**config.mk**
```make
export PLATFORM = sky130hd
export DESIGN_NAME = length_checksum_frame_deframer_flat
export DESIGN_NICKNAME = d
export VERILOG_FILES = /design/src/hw/rtl/lcfd_pkg.sv /design/src/hw/rtl/lcfd_ifs.sv /design/src/hw/rtl/length_checksum_frame_deframer.sv /design/src/flat_wrapper.sv
export SDC_FILE = /design/constraint.sdc
export NUM_CORES = 1
export LEC_CHECK = 0
export CAP_MARGIN = 0
export CORE_MARGIN = 2
export CORE_UTILIZATION = 30
export CTS_CLUSTER_SIZE = 25
export DETAILED_ROUTE_END_ITERATION = 16
export DONT_BUFFER_PORTS = 1
export GPL_ROUTABILITY_DRIVEN = 0
export GPL_TIMING_DRIVEN = 0
export PLACE_DENSITY = 0.51
export SLEW_MARGIN = 20
export SYNTH_ARGS = -nofsm -noshare
export SYNTH_HDL_FRONTEND = slang
export SYNTH_SLANG_ARGS = --single-unit
```
**constraint.sdc**
```tcl
create_clock -name clock -period 6.2 [get_ports clock]
set_clock_uncertainty 0.2 [all_clocks]
set_input_delay 0.62 -clock clock [delete_from_list [all_inputs] [get_ports clock]]
set_output_delay 0.62 -clock clock [all_outputs]
set_load 0.01 [all_outputs]
```
**src/hw/rtl/lcfd_pkg.sv**
```systemverilog
// Shared constants and types for the length/checksum frame deframer.
package lcfd_pkg;

   localparam int MAX_FRAME_DEF = 64;   // default store depth and longest frame
   localparam int MIN_FRAME     = 6;    // head, two length bytes, command, checksum, tail
   localparam int HDR_LEN       = 3;    // head plus two length bytes
   localparam int CMD_OFF       = 3;
   localparam int PAY_OFF       = 4;
   localparam int TRAILER       = 2;    // checksum and tail

   localparam int BYTE_W    = 8;
   localparam int STATUS_W  = 2;
   localparam int FIELD6_W  = 6;
   localparam int CSR_IDX_W = 4;

   localparam logic [CSR_IDX_W-1:0] CSR_HEAD = CSR_IDX_W'(0);
   localparam logic [CSR_IDX_W-1:0] CSR_TAIL = CSR_IDX_W'(1);

   localparam logic [BYTE_W-1:0] HEAD_RESET = 8'hAA;
   localparam logic [BYTE_W-1:0] TAIL_RESET = 8'h55;

   typedef enum logic [STATUS_W-1:0] {
      FS_GOOD     = 2'd0,
      FS_TAIL_ERR = 2'd1,
      FS_SUM_ERR  = 2'd2
   } frame_status_type;

   typedef enum logic [3:0] {
      S_IDLE,
      S_LOOP,
      S_SCAN,
      S_LEN_REQ,
      S_LEN_HI,
      S_LEN_LO,
      S_CMD,
      S_TAIL,
      S_CSUM,
      S_SUM,
      S_SUMCHK,
      S_EMIT,
      S_PAY
   } state_type;

endpackage

```
**src/hw/rtl/lcfd_ifs.sv**
```systemverilog
// Word channels of the deframer: received bytes, results and register writes.
interface lcfd_req_if import lcfd_pkg::*; ();
   logic              valid;
   logic              ready;
   logic [BYTE_W-1:0] rx_byte;

   modport source (output valid, output rx_byte, input ready);
   modport sink   (input valid, input rx_byte, output ready);
endinterface

interface lcfd_rsp_if import lcfd_pkg::*; ();
   logic                valid;
   logic                ready;
   logic [STATUS_W-1:0] frame_status;
   logic [BYTE_W-1:0]   command_code;
   logic                has_payload;
   logic [BYTE_W-1:0]   payload_byte;
   logic [FIELD6_W-1:0] payload_index;
   logic [FIELD6_W-1:0] payload_length;
   logic                last;

   modport source (output valid, output frame_status, output command_code,
                   output has_payload, output payload_byte, output payload_index,
                   output payload_length, output last, input ready);
   modport sink   (input valid, input frame_status, input command_code,
                   input has_payload, input payload_byte, input payload_index,
                   input payload_length, input last, output ready);
endinterface

interface lcfd_csr_if import lcfd_pkg::*; ();
   logic                 valid;
   logic                 ready;
   logic [CSR_IDX_W-1:0] index;
   logic [BYTE_W-1:0]    data;

   modport source (output valid, output index, output data, input ready);
   modport sink   (input valid, input index, input data, output ready);
endinterface

```
**src/hw/rtl/length_checksum_frame_deframer.sv**
```systemverilog
// Flow: each accepted byte starts a rescan once a minimum frame could be buffered; the scan skips
//   bytes ahead of a head and drops a head with a bad length; a completing byte's first result
//   word is registered after the tail check (on a tail error) or else after the checksum sum.
// Throughput: a new byte is accepted only once the sequencer is back in idle; results leave at
//   one word per cycle while the sink is ready, bounded by the single read port of the frame store.
// Reset: fill count, start pointer to zero, head/tail to 0xAA/0x55; store not cleared.
module length_checksum_frame_deframer import lcfd_pkg::*; #(
   parameter int MAX_FRAME = MAX_FRAME_DEF
) (
   input  logic       clock,
   input  logic       reset,
   lcfd_req_if.sink   req_ch,
   lcfd_rsp_if.source rsp_ch,
   lcfd_csr_if.sink   csr_ch
);

   localparam int AW = $clog2(MAX_FRAME);       // store address
   localparam int CW = $clog2(MAX_FRAME + 1);   // fill count, offsets, frame length
   localparam int LW = 16;                      // length field on the wire

   // circular add: base < MAX_FRAME, off <= MAX_FRAME, so one correction suffices
   function automatic logic [AW-1:0] wrap_add(logic [AW-1:0] base, logic [CW-1:0] off);
      logic [CW:0] s;
      s = (CW+1)'(base) + (CW+1)'(off);
      if (s >= (CW+1)'(MAX_FRAME)) s = s - (CW+1)'(MAX_FRAME);
      return s[AW-1:0];
   endfunction

   // ---------------- registers ----------------
   state_type          state_ff, state_in;
   logic [AW-1:0]      start_ff, start_in;     // store slot of the oldest buffered byte
   logic [CW-1:0]      fill_ff, fill_in;       // number of buffered bytes
   logic [CW-1:0]      k_ff, k_in;             // scan / sum / payload position
   logic [CW-1:0]      len_ff, len_in;         // validated frame length
   logic [BYTE_W-1:0]  hi_ff, hi_in;           // length high byte
   logic [BYTE_W-1:0]  cmd_ff, cmd_in;
   logic [BYTE_W-1:0]  csum_ff, csum_in;
   logic [BYTE_W-1:0]  sum_ff, sum_in;
   frame_status_type   status_ff, status_in;
   logic               emitted_ff, emitted_in; // a frame already reported for this byte
   logic [BYTE_W-1:0]  head_ff, tail_ff;
   logic [BYTE_W-1:0]  rd_data_ff;

   // output word register
   logic               out_valid_ff, out_valid_in;
   frame_status_type   out_status_ff, out_status_in;
   logic [BYTE_W-1:0]  out_cmd_ff, out_cmd_in;
   logic               out_has_ff, out_has_in;
   logic [BYTE_W-1:0]  out_byte_ff, out_byte_in;
   logic [FIELD6_W-1:0] out_idx_ff, out_idx_in;
   logic [FIELD6_W-1:0] out_len_ff, out_len_in;
   logic               out_last_ff, out_last_in;

   // ---------------- frame store ----------------
   logic [BYTE_W-1:0]  frame_mem [MAX_FRAME];
   logic [CW-1:0]      rd_off;
   logic [AW-1:0]      rd_addr;
   logic [AW-1:0]      wr_addr;
   logic               mem_we;

   logic               req_fire;
   logic               out_free;
   logic [CW-1:0]      fill_eff;
   logic [LW-1:0]      len_wire;
   logic [LW-1:0]      plen_wide;
   logic               pay_last;

   assign req_ch.ready = (state_ff == S_IDLE);
   assign csr_ch.ready = 1'b1;
   assign req_fire     = req_ch.valid && req_ch.ready;
   assign out_free     = !out_valid_ff || rsp_ch.ready;

   // a full store is emptied before the new byte lands (unreachable at legal lengths)
   assign fill_eff  = (fill_ff >= CW'(MAX_FRAME)) ? '0 : fill_ff;
   assign wr_addr   = wrap_add(start_ff, fill_eff);
   assign rd_addr   = wrap_add(start_ff, rd_off);
   assign mem_we    = req_fire;
   assign len_wire  = {hi_ff, rd_data_ff};
   assign plen_wide = LW'(len_ff) - LW'(MIN_FRAME);
   assign pay_last  = ((k_ff + CW'(1)) == (len_ff - CW'(MIN_FRAME)));

   always_ff @(posedge clock) begin
      if (mem_we) begin
         frame_mem[wr_addr] <= req_ch.rx_byte;
      end
      rd_data_ff <= frame_mem[rd_addr];
   end

   // ---------------- sequencer ----------------
   always_comb begin
      state_in      = state_ff;
      start_in      = start_ff;
      fill_in       = fill_ff;
      k_in          = k_ff;
      len_in        = len_ff;
      hi_in         = hi_ff;
      cmd_in        = cmd_ff;
      csum_in       = csum_ff;
      sum_in        = sum_ff;
      status_in     = status_ff;
      emitted_in    = emitted_ff;
      rd_off        = '0;
      out_valid_in  = rsp_ch.ready ? 1'b0 : out_valid_ff;
      out_status_in = out_status_ff;
      out_cmd_in    = out_cmd_ff;
      out_has_in    = out_has_ff;
      out_byte_in   = out_byte_ff;
      out_idx_in    = out_idx_ff;
      out_len_in    = out_len_ff;
      out_last_in   = out_last_ff;

      case (state_ff)
         S_IDLE: begin
            if (req_fire) begin
               fill_in    = fill_eff + CW'(1);
               emitted_in = 1'b0;
               state_in   = S_LOOP;
            end
         end

         // top of the rescan loop: only look once a minimum frame could be there
         S_LOOP: begin
            k_in   = '0;
            rd_off = '0;
            state_in = (fill_ff >= CW'(MIN_FRAME)) ? S_SCAN : S_IDLE;
         end

         // rd_data_ff holds byte k; hunt for the head
         S_SCAN: begin
            if (rd_data_ff == head_ff) begin
               start_in = wrap_add(start_ff, k_ff);
               fill_in  = fill_ff - k_ff;
               state_in = ((fill_ff - k_ff) < CW'(HDR_LEN)) ? S_IDLE : S_LEN_REQ;
            end else if ((k_ff + CW'(1)) == fill_ff) begin
               fill_in  = '0;                 // no head anywhere: drop everything
               state_in = S_IDLE;
            end else begin
               k_in   = k_ff + CW'(1);
               rd_off = k_ff + CW'(1);
            end
         end

         S_LEN_REQ: begin
            rd_off   = CW'(1);
            state_in = S_LEN_HI;
         end

         S_LEN_HI: begin
            hi_in    = rd_data_ff;
            rd_off   = CW'(2);
            state_in = S_LEN_LO;
         end

         S_LEN_LO: begin
            if (len_wire > LW'(MAX_FRAME) || len_wire < LW'(MIN_FRAME)) begin
               // bad length: drop this head and rescan
               start_in = wrap_add(start_ff, CW'(1));
               fill_in  = fill_ff - CW'(1);
               state_in = S_LOOP;
            end else if (LW'(fill_ff) < len_wire) begin
               state_in = S_IDLE;             // frame not complete yet
            end else if (emitted_ff) begin
               // second frame on one byte: consumed silently
               start_in = wrap_add(start_ff, len_wire[CW-1:0]);
               fill_in  = fill_ff - len_wire[CW-1:0];
               state_in = S_LOOP;
            end else begin
               len_in   = len_wire[CW-1:0];
               rd_off   = CW'(CMD_OFF);
               state_in = S_CMD;
            end
         end

         S_CMD: begin
            cmd_in   = rd_data_ff;
            rd_off   = len_ff - CW'(1);
            state_in = S_TAIL;
         end

         S_TAIL: begin
            if (rd_data_ff != tail_ff) begin
               status_in = FS_TAIL_ERR;
               state_in  = S_EMIT;
            end else begin
               rd_off   = len_ff - CW'(TRAILER);
               state_in = S_CSUM;
            end
         end

         S_CSUM: begin
            csum_in  = rd_data_ff;
            k_in     = '0;
            sum_in   = '0;
            rd_off   = '0;
            state_in = S_SUM;
         end

         // mod-256 sum over head through last payload byte, one byte a cycle
         S_SUM: begin
            sum_in = sum_ff + rd_data_ff;
            if ((k_ff + CW'(1)) == (len_ff - CW'(TRAILER))) begin
               state_in = S_SUMCHK;
            end else begin
               k_in   = k_ff + CW'(1);
               rd_off = k_ff + CW'(1);
            end
         end

         S_SUMCHK: begin
            if (sum_ff != csum_ff) begin
               status_in = FS_SUM_ERR;
               state_in  = S_EMIT;
            end else if (len_ff == CW'(MIN_FRAME)) begin
               status_in = FS_GOOD;
               state_in  = S_EMIT;
            end else begin
               k_in     = '0;
               rd_off   = CW'(PAY_OFF);
               state_in = S_PAY;
            end
         end

         // single word: error frame or good frame without payload
         S_EMIT: begin
            if (out_free) begin
               out_valid_in  = 1'b1;
               out_status_in = status_ff;
               out_cmd_in    = cmd_ff;
               out_has_in    = 1'b0;
               out_byte_in   = '0;
               out_idx_in    = '0;
               out_len_in    = plen_wide[FIELD6_W-1:0];
               out_last_in   = 1'b1;
               start_in      = wrap_add(start_ff, len_ff);
               fill_in       = fill_ff - len_ff;
               emitted_in    = 1'b1;
               state_in      = S_LOOP;
            end
         end

         // payload run; rd_data_ff holds byte PAY_OFF + k and is re-read while stalled
         S_PAY: begin
            rd_off = CW'(PAY_OFF) + k_ff;
            if (out_free) begin
               out_valid_in  = 1'b1;
               out_status_in = FS_GOOD;
               out_cmd_in    = cmd_ff;
               out_has_in    = 1'b1;
               out_byte_in   = rd_data_ff;
               out_idx_in    = FIELD6_W'(k_ff);
               out_len_in    = plen_wide[FIELD6_W-1:0];
               out_last_in   = pay_last;
               if (pay_last) begin
                  start_in   = wrap_add(start_ff, len_ff);
                  fill_in    = fill_ff - len_ff;
                  emitted_in = 1'b1;
                  state_in   = S_LOOP;
               end else begin
                  k_in   = k_ff + CW'(1);
                  rd_off = CW'(PAY_OFF) + k_ff + CW'(1);
               end
            end
         end

         default: begin
            state_in = S_IDLE;
         end
      endcase
   end

   always_ff @(posedge clock) begin
      if (reset) begin
         state_ff     <= S_IDLE;
         start_ff     <= '0;
         fill_ff      <= '0;
         emitted_ff   <= 1'b0;
         out_valid_ff <= 1'b0;
         head_ff      <= HEAD_RESET;
         tail_ff      <= TAIL_RESET;
      end else begin
         state_ff     <= state_in;
         start_ff     <= start_in;
         fill_ff      <= fill_in;
         emitted_ff   <= emitted_in;
         out_valid_ff <= out_valid_in;
         if (csr_ch.valid && csr_ch.ready) begin
            case (csr_ch.index)
               CSR_HEAD: head_ff <= csr_ch.data;
               CSR_TAIL: tail_ff <= csr_ch.data;
               default:  ;
            endcase
         end
      end
   end

   always_ff @(posedge clock) begin
      k_ff          <= k_in;
      len_ff        <= len_in;
      hi_ff         <= hi_in;
      cmd_ff        <= cmd_in;
      csum_ff       <= csum_in;
      sum_ff        <= sum_in;
      status_ff     <= status_in;
      out_status_ff <= out_status_in;
      out_cmd_ff    <= out_cmd_in;
      out_has_ff    <= out_has_in;
      out_byte_ff   <= out_byte_in;
      out_idx_ff    <= out_idx_in;
      out_len_ff    <= out_len_in;
      out_last_ff   <= out_last_in;
   end

   assign rsp_ch.valid          = out_valid_ff;
   assign rsp_ch.frame_status   = out_status_ff;
   assign rsp_ch.command_code   = out_cmd_ff;
   assign rsp_ch.has_payload    = out_has_ff;
   assign rsp_ch.payload_byte   = out_byte_ff;
   assign rsp_ch.payload_index  = out_idx_ff;
   assign rsp_ch.payload_length = out_len_ff;
   assign rsp_ch.last           = out_last_ff;

   // ---------------- assertions ----------------
   // the store never holds more than its depth
   a_fill_bound: assert property (@(posedge clock) disable iff (reset)
      fill_ff <= CW'(MAX_FRAME))
      else $error("fill count above store depth");

   // an accepted byte always starts a rescan
   a_accept_scan: assert property (@(posedge clock) disable iff (reset)
      req_fire |=> state_ff == S_LOOP)
      else $error("accepted byte did not start a scan");

   // a word without payload is always a complete single-word run
   a_nopay_last: assert property (@(posedge clock) disable iff (reset)
      rsp_ch.valid && !rsp_ch.has_payload |-> rsp_ch.last)
      else $error("empty or error word not marked last");

   // the last payload word sits at the end of the payload
   a_pay_end: assert property (@(posedge clock) disable iff (reset)
      rsp_ch.valid && rsp_ch.has_payload && rsp_ch.last |->
         (rsp_ch.payload_index + FIELD6_W'(1)) == rsp_ch.payload_length)
      else $error("payload run ended at wrong index");

endmodule
```
**src/flat_wrapper.sv**
```systemverilog
// flat-port wrapper written by rule: the top's interface ports become plain ports
module length_checksum_frame_deframer_flat import lcfd_pkg::*;
#(
   parameter int MAX_FRAME = MAX_FRAME_DEF
)
  (clock, reset, req_ch_valid, req_ch_rx_byte, req_ch_ready, rsp_ch_valid, rsp_ch_frame_status, rsp_ch_command_code, rsp_ch_has_payload, rsp_ch_payload_byte, rsp_ch_payload_index, rsp_ch_payload_length, rsp_ch_last, rsp_ch_ready, csr_ch_valid, csr_ch_index, csr_ch_data, csr_ch_ready);
  lcfd_req_if req_ch_i ();
  lcfd_rsp_if rsp_ch_i ();
  lcfd_csr_if csr_ch_i ();
  input  logic clock;
  input  logic reset;
  input wire logic [$bits(req_ch_i.valid)-1:0] req_ch_valid;
  input wire logic [$bits(req_ch_i.rx_byte)-1:0] req_ch_rx_byte;
  output wire logic [$bits(req_ch_i.ready)-1:0] req_ch_ready;
  output wire logic [$bits(rsp_ch_i.valid)-1:0] rsp_ch_valid;
  output wire logic [$bits(rsp_ch_i.frame_status)-1:0] rsp_ch_frame_status;
  output wire logic [$bits(rsp_ch_i.command_code)-1:0] rsp_ch_command_code;
  output wire logic [$bits(rsp_ch_i.has_payload)-1:0] rsp_ch_has_payload;
  output wire logic [$bits(rsp_ch_i.payload_byte)-1:0] rsp_ch_payload_byte;
  output wire logic [$bits(rsp_ch_i.payload_index)-1:0] rsp_ch_payload_index;
  output wire logic [$bits(rsp_ch_i.payload_length)-1:0] rsp_ch_payload_length;
  output wire logic [$bits(rsp_ch_i.last)-1:0] rsp_ch_last;
  input wire logic [$bits(rsp_ch_i.ready)-1:0] rsp_ch_ready;
  input wire logic [$bits(csr_ch_i.valid)-1:0] csr_ch_valid;
  input wire logic [$bits(csr_ch_i.index)-1:0] csr_ch_index;
  input wire logic [$bits(csr_ch_i.data)-1:0] csr_ch_data;
  output wire logic [$bits(csr_ch_i.ready)-1:0] csr_ch_ready;
  assign req_ch_i.valid = req_ch_valid;
  assign req_ch_i.rx_byte = req_ch_rx_byte;
  assign req_ch_ready = req_ch_i.ready;
  assign rsp_ch_valid = rsp_ch_i.valid;
  assign rsp_ch_frame_status = rsp_ch_i.frame_status;
  assign rsp_ch_command_code = rsp_ch_i.command_code;
  assign rsp_ch_has_payload = rsp_ch_i.has_payload;
  assign rsp_ch_payload_byte = rsp_ch_i.payload_byte;
  assign rsp_ch_payload_index = rsp_ch_i.payload_index;
  assign rsp_ch_payload_length = rsp_ch_i.payload_length;
  assign rsp_ch_last = rsp_ch_i.last;
  assign rsp_ch_i.ready = rsp_ch_ready;
  assign csr_ch_i.valid = csr_ch_valid;
  assign csr_ch_i.index = csr_ch_index;
  assign csr_ch_i.data = csr_ch_data;
  assign csr_ch_ready = csr_ch_i.ready;
  length_checksum_frame_deframer #(.MAX_FRAME(MAX_FRAME)) u_core (.clock(clock), .reset(reset), .req_ch(req_ch_i), .rsp_ch(rsp_ch_i), .csr_ch(csr_ch_i));
endmodule
```
==> metrics.txt, run 1 <==
period utilization 0.962; largest net degree at the start of global routing between 60 and 70; critical path data required time 6.40 ns; DRC violation count after routing 0; highest ir drop seen on vdd 0.310 mV; nets@finish 1753; Post-Synthesis Cell Area about 27000 um2; number of storage elements in the synthesis netlist 635; number of vias after detailed routing 14500; overall routing resource usage 0.146; Hold Worst Slack 0.0959 ns; data arrival time of the worst path 6.16 ns; pin slew with the least headroom to its limit 1.15 ns; clock root cell sky130_fd_sc_hd__clkbuf_16; effective utilization at floorplan 0.302; dominant register cell in the synthesized netlist sky130_fd_sc_hd__edfxtp_1; first-pass GRT wire length 101 mm; std cell rows 110; Warnings, synthesis 0; M1 WL around 30 mm; worst-case register-to-register setup slack 0.24 ns; most common library cell in the layout ignoring fill and taps sky130_fd_sc_hd__edfxtp_1; critical path startpoint category flop; worst hold path endpoint u_core.head_ff[5]$_SDFFE_PP1P_; outcome finished clean; routed wire length on met3 ~3.6 mm; Remaining Overflow, GRT 0; count of max-cap constraint violations 0; nature of the critical path endpoint flop; initial antenna violation count 0; maximum clock rate 0.168 GHz; Core Area 90000 um2; number of search-and-repair iterations in the first detailed-routing pass 7; total power density per cell area 494 nW/um2; most used cells in the layout excluding fill and tap cells sky130_fd_sc_hd__edfxtp_1, sky130_fd_sc_hd__mux4_2, sky130_fd_sc_hd__nor2_1, sky130_fd_sc_hd__clkbuf_16, sky130_fd_sc_hd__nand2_1; Met2 Routed Length 33.1 mm; vias in the first global route 15000; highest routed layer met4; Synthesized Nets 1659; insertion delay to the later sink of the worst-skew pair 0.61 ns; Final Routed Wirelength 68.3 mm; number of standard cells after synthesis 1580; antenna cells 0; sum of negative setup slack 0 ns; count of input and output buffers 0; type of the worst min-delay path input pin to flop; Slew Viols, Final 0; fraction of registers with async set or reset after synthesis 0; HPWL after detailed placement between 40 and 50 mm; CTS tree built; FF-to-FF Start u_core.k_ff[3]$_SDFFCE_PP0P_; LEAKAGE 9.99 nW; clk sinks 635; number of library cell types mapped by synthesis 68; layout-stage area growth over the synthesis result 15.6%; proportion of layout cells with a drive suffix above 1 0.200; endpoint of the most critical register-to-register path u_core.rd_data_ff[2]$_DFF_P_; worst min-delay path startpoint csr_ch_index[3]; Antenna Violating Nets Remaining 0; cell depth of the worst min-delay path 3; mean post-synth cell area around 17 um2; Clock transition at path regs 0.07 ns; number of clock buffers inserted by TritonCTS 69; I/O pin count 60; post-layout min period 5.96 ns; proportion of synthesized chip area in sequential cells 0.685; H-tree depth reported by CTS 3; number of hold violations in the final report 0; number of setup violations in the final report 0; average vias per placed instance 5.00; Worst Path Max Fanout 10; width of the die 305 um; detailed-route wire length per cell 23.5 um; iteration-0 DRC count of the detailed router 1334; overall die area 93100 um2; count of flip-flops with a built-in enable after synthesis 592; final cell utilization of the core 0.350; Worst R2R Path Depth 20; maximum root-to-sink buffer count 3; critical path start-end classification flop to flop; Slew HR 0.225; Die Span Y slightly above 300 um
-- critical path, stage by stage, from the launching register on --
cell and delay [ns]:
sky130_fd_sc_hd__edfxtp_1 0.49, sky130_fd_sc_hd__ha_1 0.29, sky130_fd_sc_hd__nand2_1 0.17, sky130_fd_sc_hd__xnor2_4 0.27, sky130_fd_sc_hd__xor2_1 0.10, sky130_fd_sc_hd__or4b_1 0.53
sky130_fd_sc_hd__a311o_1 0.30, sky130_fd_sc_hd__and3_1 0.16, sky130_fd_sc_hd__buf_6 0.13, sky130_fd_sc_hd__nand2_1 0.08, sky130_fd_sc_hd__a21oi_1 0.07, sky130_fd_sc_hd__a21oi_1 0.16
sky130_fd_sc_hd__o2111ai_1 0.19, sky130_fd_sc_hd__ha_1 0.28, sky130_fd_sc_hd__fa_2 0.60, sky130_fd_sc_hd__buf_8 0.19, sky130_fd_sc_hd__buf_6 0.19, sky130_fd_sc_hd__mux4_2 0.37
sky130_fd_sc_hd__mux4_2 0.58, sky130_fd_sc_hd__mux2i_1 0.22, sky130_fd_sc_hd__mux2i_1 0.17
-- per-stage QoR --
step           instances  setup slack, ns  instance area (um2)  total power, mW
2_1_floorplan       1580            0.610                27200             9.35
3_3_place_gp        2756            -1.37                28700             11.3
3_5_place_dp        2757            -1.24                28700             11.4
4_1_cts             2899           0.0164                31300             15.5
5_1_grt             2903          -0.0153                31500             16.2
6_report            2903            0.237                31500             15.5
-- where the power goes --
part           internal [mW]  leakage [nW]  total [mW]  switching [mW]
sequential              4.96          5.68        5.20           0.244
clock                   2.25          1.03        3.94            1.69
combinational           2.84          3.27        6.39            3.54
-- worst max-delay path by stage --
stage                            startpoint                      endpoint  slack, ns  cells after the start
2_1_floorplan  u_core.k_ff[1]$_SDFFCE_PP0P_  u_core.rd_data_ff[5]$_DFF_P_       0.61                     20
4_1_cts        u_core.rd_data_ff[1]$_DFF_P_  u_core.rd_data_ff[6]$_DFF_P_       0.02                     17
6_report       u_core.k_ff[3]$_SDFFCE_PP0P_  u_core.rd_data_ff[2]$_DFF_P_       0.24                     20
3_3_place_gp   u_core.rd_data_ff[1]$_DFF_P_  u_core.rd_data_ff[6]$_DFF_P_      -1.37                     17
5_1_grt        u_core.k_ff[1]$_SDFFCE_PP0P_  u_core.rd_data_ff[7]$_DFF_P_      -0.02                     21
3_5_place_dp   u_core.k_ff[1]$_SDFFCE_PP0P_  u_core.rd_data_ff[6]$_DFF_P_      -1.24                     21
-- registers in the layout, indices dropped and copies added, names as in the netlist, 7 cells and up --
name / count
u_core.head_ff: 8
u_core.len_ff: 7
u_core.rd_data_ff: 8
u_core.tail_ff: 8
u_core.cmd_ff: 8
u_core.hi_ff: 8
u_core.frame_mem: 512
u_core.sum_ff: 8
u_core.csum_ff: 8
u_core.rsp_ch.command_code: 8
u_core.k_ff: 7
u_core.fill_ff: 7
u_core.rsp_ch.payload_byte: 8
-- routing by layer --
metal  GRT usage  vias up
met1       0.200     7531
met5           0        -
met3      0.0259      102
met2       0.240      432
li1            -     6442
met4      0.0419        0
-- repair_timing --
action                     CTS  global route
setup endpoints to repair    8             8
hold endpoints to repair   528             0
resized for setup           84            65
hold buffers                16             0
pin swaps                    1             2
setup buffers                2             4
-- cell families (layout without fill, tap and decap cells) --
logic type	after synthesis	count (layout)	synth area share
DFF	635	635	0.685
and+or+nand+nor	324	324	0.0541
muxes	207	207	0.150
AOI/OAI and AO/OA	153	153	0.0372
buffers and inverters	114	261	0.0167
xor gates and xnor gates	92	92	0.0306
adders and majority gates	54	54	0.0265
other	1	1	0.000138
-- cell type report --
type | instances | area, um2
Fill cell | 8525 | 58500
Sequential cell | 635 | 18600
Multi-Input combinational cell | 831 | 8240
Clock buffer | 85 | 1800
Tap cell | 1176 | 1470
Buffer | 72 | 450
Clock inverter | 39 | 360
Timing Repair Buffer | 23 | 353
Inverter | 42 | 158
-- synthesized netlist by cell type (19+ instances only) --
library cell               instances  area [um2]
sky130_fd_sc_hd__a21oi_1          51         255
sky130_fd_sc_hd__clkbuf_1         48         180
sky130_fd_sc_hd__dfxtp_1          43         861
sky130_fd_sc_hd__edfxtp_1        592       17800
sky130_fd_sc_hd__ha_1             48         601
sky130_fd_sc_hd__inv_1            40         150
sky130_fd_sc_hd__mux2i_1          47         470
sky130_fd_sc_hd__mux4_2          160        3600
sky130_fd_sc_hd__nand2_1          59         221
sky130_fd_sc_hd__nand3_1          23         115
sky130_fd_sc_hd__nor2_1          143         537
sky130_fd_sc_hd__nor2b_1          19         119
sky130_fd_sc_hd__nor3_1           30         150
sky130_fd_sc_hd__o21ai_0          19        95.1
sky130_fd_sc_hd__xnor2_1          53         464
sky130_fd_sc_hd__xor2_1           37         324
Power figures use the tool's default switching activity.
==> run 2: changes to the inputs <==
--- a/config.mk
+++ b/config.mk
@@ -14,6 +14,7 @@
 export GPL_ROUTABILITY_DRIVEN = 0
 export GPL_TIMING_DRIVEN = 0
 export PLACE_DENSITY = 0.51
+export REMOVE_ABC_BUFFERS = 1
 export SLEW_MARGIN = 20
 export SYNTH_ARGS = -nofsm -noshare
 export SYNTH_HDL_FRONTEND = slang
==> constraint.sdc (replaced) <==
create_clock -name clock -period 6.5 [get_ports clock]
set_clock_uncertainty 0.2 [all_clocks]
set_input_delay 0.65 -clock clock [delete_from_list [all_inputs] [get_ports clock]]
set_output_delay 0.65 -clock clock [all_outputs]
set_load 0.01 [all_outputs]
==> metrics.txt, run 2 (synthesis gave the netlist of run 1 again) <==
cell depth of the worst min-delay path 2; maximum root-to-sink buffer count 3; detailed-route wire length per cell about 23 um; outcome finished clean; post-layout min period about 6.4 ns; highest ir drop seen on vdd approximately 0.24 mV; count of input and output buffers 0; initial antenna violation count 0; number of setup violations in the final report 0; Die Span Y 305 um; Core Area between 90000 and 100000 um2; Worst R2R Path Depth 20; critical path data required time approximately 6.7 ns; worst setup timing slack at the placement stage -1.40 ns; Remaining Overflow, GRT 0; Final Routed Wirelength 66.9 mm; vias in the first global route 14700; nature of the critical path endpoint flop; std cell rows 110; proportion of layout cells with a drive suffix above 1 0.207; pin slew with the least headroom to its limit 1.21 ns; number of search-and-repair iterations in the first detailed-routing pass 6; critical path startpoint category flop; Hold Worst Slack 0.0363 ns; share of power burned in combinational logic 0.412; Crit path largest cell delay 0.89 ns; overall die area 93100 um2; effective utilization at floorplan 0.302; layout-stage area growth over the synthesis result 16.5%; cell-by-cell listing of the critical path ha_2, xnor2_4, xnor2_2, xnor2_1, or4b_1, a311o_1, and3_2, nand2_1, a21oi_1, a21oi_2, o2111ai_2, ha_4, fa_4, buf_16, buf_16, buf_16, mux4_2, mux4_2, mux2i_2, mux2i_1; period utilization 0.983; type of the worst min-delay path input pin to flop; Slew HR 0.192; first-pass GRT wire length 99.2 mm; Setup WS post-layout 0.112 ns; maximum clock rate 0.157 GHz; Worst Path Max Fanout 22; max FFs per register a little over 500; antenna cells 0; iteration-0 DRC count of the detailed router between 1000 and 1500; slowest cell on the critical path sky130_fd_sc_hd__fa_4; data arrival time of the worst path about 6.6 ns; width of the die 305 um; insertion delay to the later sink of the worst-skew pair 0.60 ns; largest net degree at the start of global routing 65; setup repair after global routing missed its margin false; HPWL after detailed placement between 40 and 50 mm; overall routing resource usage 0.143; final design instance area without fill roughly 32000 um2; switching power total 5.21 mW; Clock transition at path regs around 0.07 ns; clock root cell sky130_fd_sc_hd__clkbuf_16; total power density per cell area between 400 and 500 nW/um2; DRC violation count after routing 0; DP Area 28800 um2; average vias per placed instance 5.04; Top cell by count, worst path sky130_fd_sc_hd__buf_16; count of max-cap constraint violations 0; internal power consumption 10.0 mW; CTS tree built; critical path start-end classification flop to flop; most common library cell in the layout ignoring fill and taps sky130_fd_sc_hd__edfxtp_1; LEAKAGE 10.0 nW; register containing the most flip-flops in the final layout u_core.frame_mem; number of vias after detailed routing 14400; most used cells in the layout excluding fill and tap cells sky130_fd_sc_hd__edfxtp_1, sky130_fd_sc_hd__mux4_2, sky130_fd_sc_hd__nor2_1, sky130_fd_sc_hd__clkbuf_16, sky130_fd_sc_hd__nand2_1; Antenna Violating Nets Remaining 0; I/O pin count 60; number of clock buffers inserted by TritonCTS 68; H-tree depth reported by CTS 3; Slew Viols, Final 0; clock network fraction of design power 0.258; Seq pwr share 0.330; clk sinks ~640; number of hold violations in the final report 0; Switching Share 0.342; nets@finish 1707
## run 2: cell count changes in the layout (fill, tap and decap cells not counted), moves of 7 or more
cell,before,now
sky130_fd_sc_hd__buf_16,8,15
sky130_fd_sc_hd__buf_4,22,12
sky130_fd_sc_hd__clkbuf_1,38,10
sky130_fd_sc_hd__clkbuf_4,10,0
sky130_fd_sc_hd__clkinvlp_4,8,1
sky130_fd_sc_hd__mux2i_1,47,38
## run 2: what timing repair did
action,in CTS,in global routing
hold buffers,17,0
buffers inserted,11,2
gates cloned,3,0
resized for setup,18,15
hold endpoints to repair,546,0
pin swaps,3,1
endpoints found under the setup margin,8,8
## run 2: final cells by class
class	instances	area [um2]
inverter	42	158
tap	1176	1470
clock buffer	80	1770
timing repair buffer	50	817
multi-input combinational	831	8380
clock inverter	39	475
fill	8504	58300
sequential	635	18600
## run 2: path summary, 6_finish.rpt
check | from | end | slack [ns]
setup / recovery | u_core.len_ff[1]$_DFFE_PP_ | u_core.rd_data_ff[0]$_DFF_P_ | 0.11
hold / removal | csr_ch_data[2] | u_core.head_ff[2]$_SDFFE_PP0P_ | 0.04
setup reg to reg | u_core.len_ff[1]$_DFFE_PP_ | u_core.rd_data_ff[0]$_DFF_P_ | 0.11
hold reg to reg | u_core.cmd_ff[4]$_DFFE_PP_ | u_core.rsp_ch.command_code[4]$_DFFE_PP_ | 0.22
## run 2: metal layers
| metal | vias to the layer above | global-route usage | part of all wire |
|---|---|---|---|
| li1 | 6346 | - | - |
| met1 | 7554 | 0.201 | 0.45 |
| met2 | 404 | 0.232 | 0.48 |
| met3 | 85 | 0.0239 | 0.049 |
| met4 | 0 | 0.0344 | 0.018 |
| met5 | - | 0 | 0 |
## run 2: power groups by stage
stage | sequential [mW] | combinational [mW] | clock, mW
global route | 5.04 | 6.68 | 4.20
global placement | 5.13 | 5.30 | 0
floorplan | 4.97 | 4.29 | 0
detailed placement | 5.14 | 5.79 | 0
finish | 5.02 | 6.27 | 3.93
CTS | 5.03 | 6.24 | 4.04
## run 2: critical path: cells and delay by family (launching register included)
kind                       cells  cell delay, ns
and+or+nand+nor                3            0.92
xor gates and xnor gates       3            0.43
adders and majority gates      3            1.42
buffers and inverters          3            0.62
AOI/OAI and AO/OA              4            0.77
DFF                            1            0.43
muxes                          4            1.37
## run 2: through the flow
stage	utilization	cells	TNS, ns	total power [mW]
after floorplan	-	1508	-22.45	9.26
after global placement	0.315	2684	-56.09	10.4
after detailed placement	0.319	2701	-10.44	10.9
after CTS	0.351	2851	0	15.3
after global routing	0.352	2853	0	15.9
final	0.352	2853	0	15.2
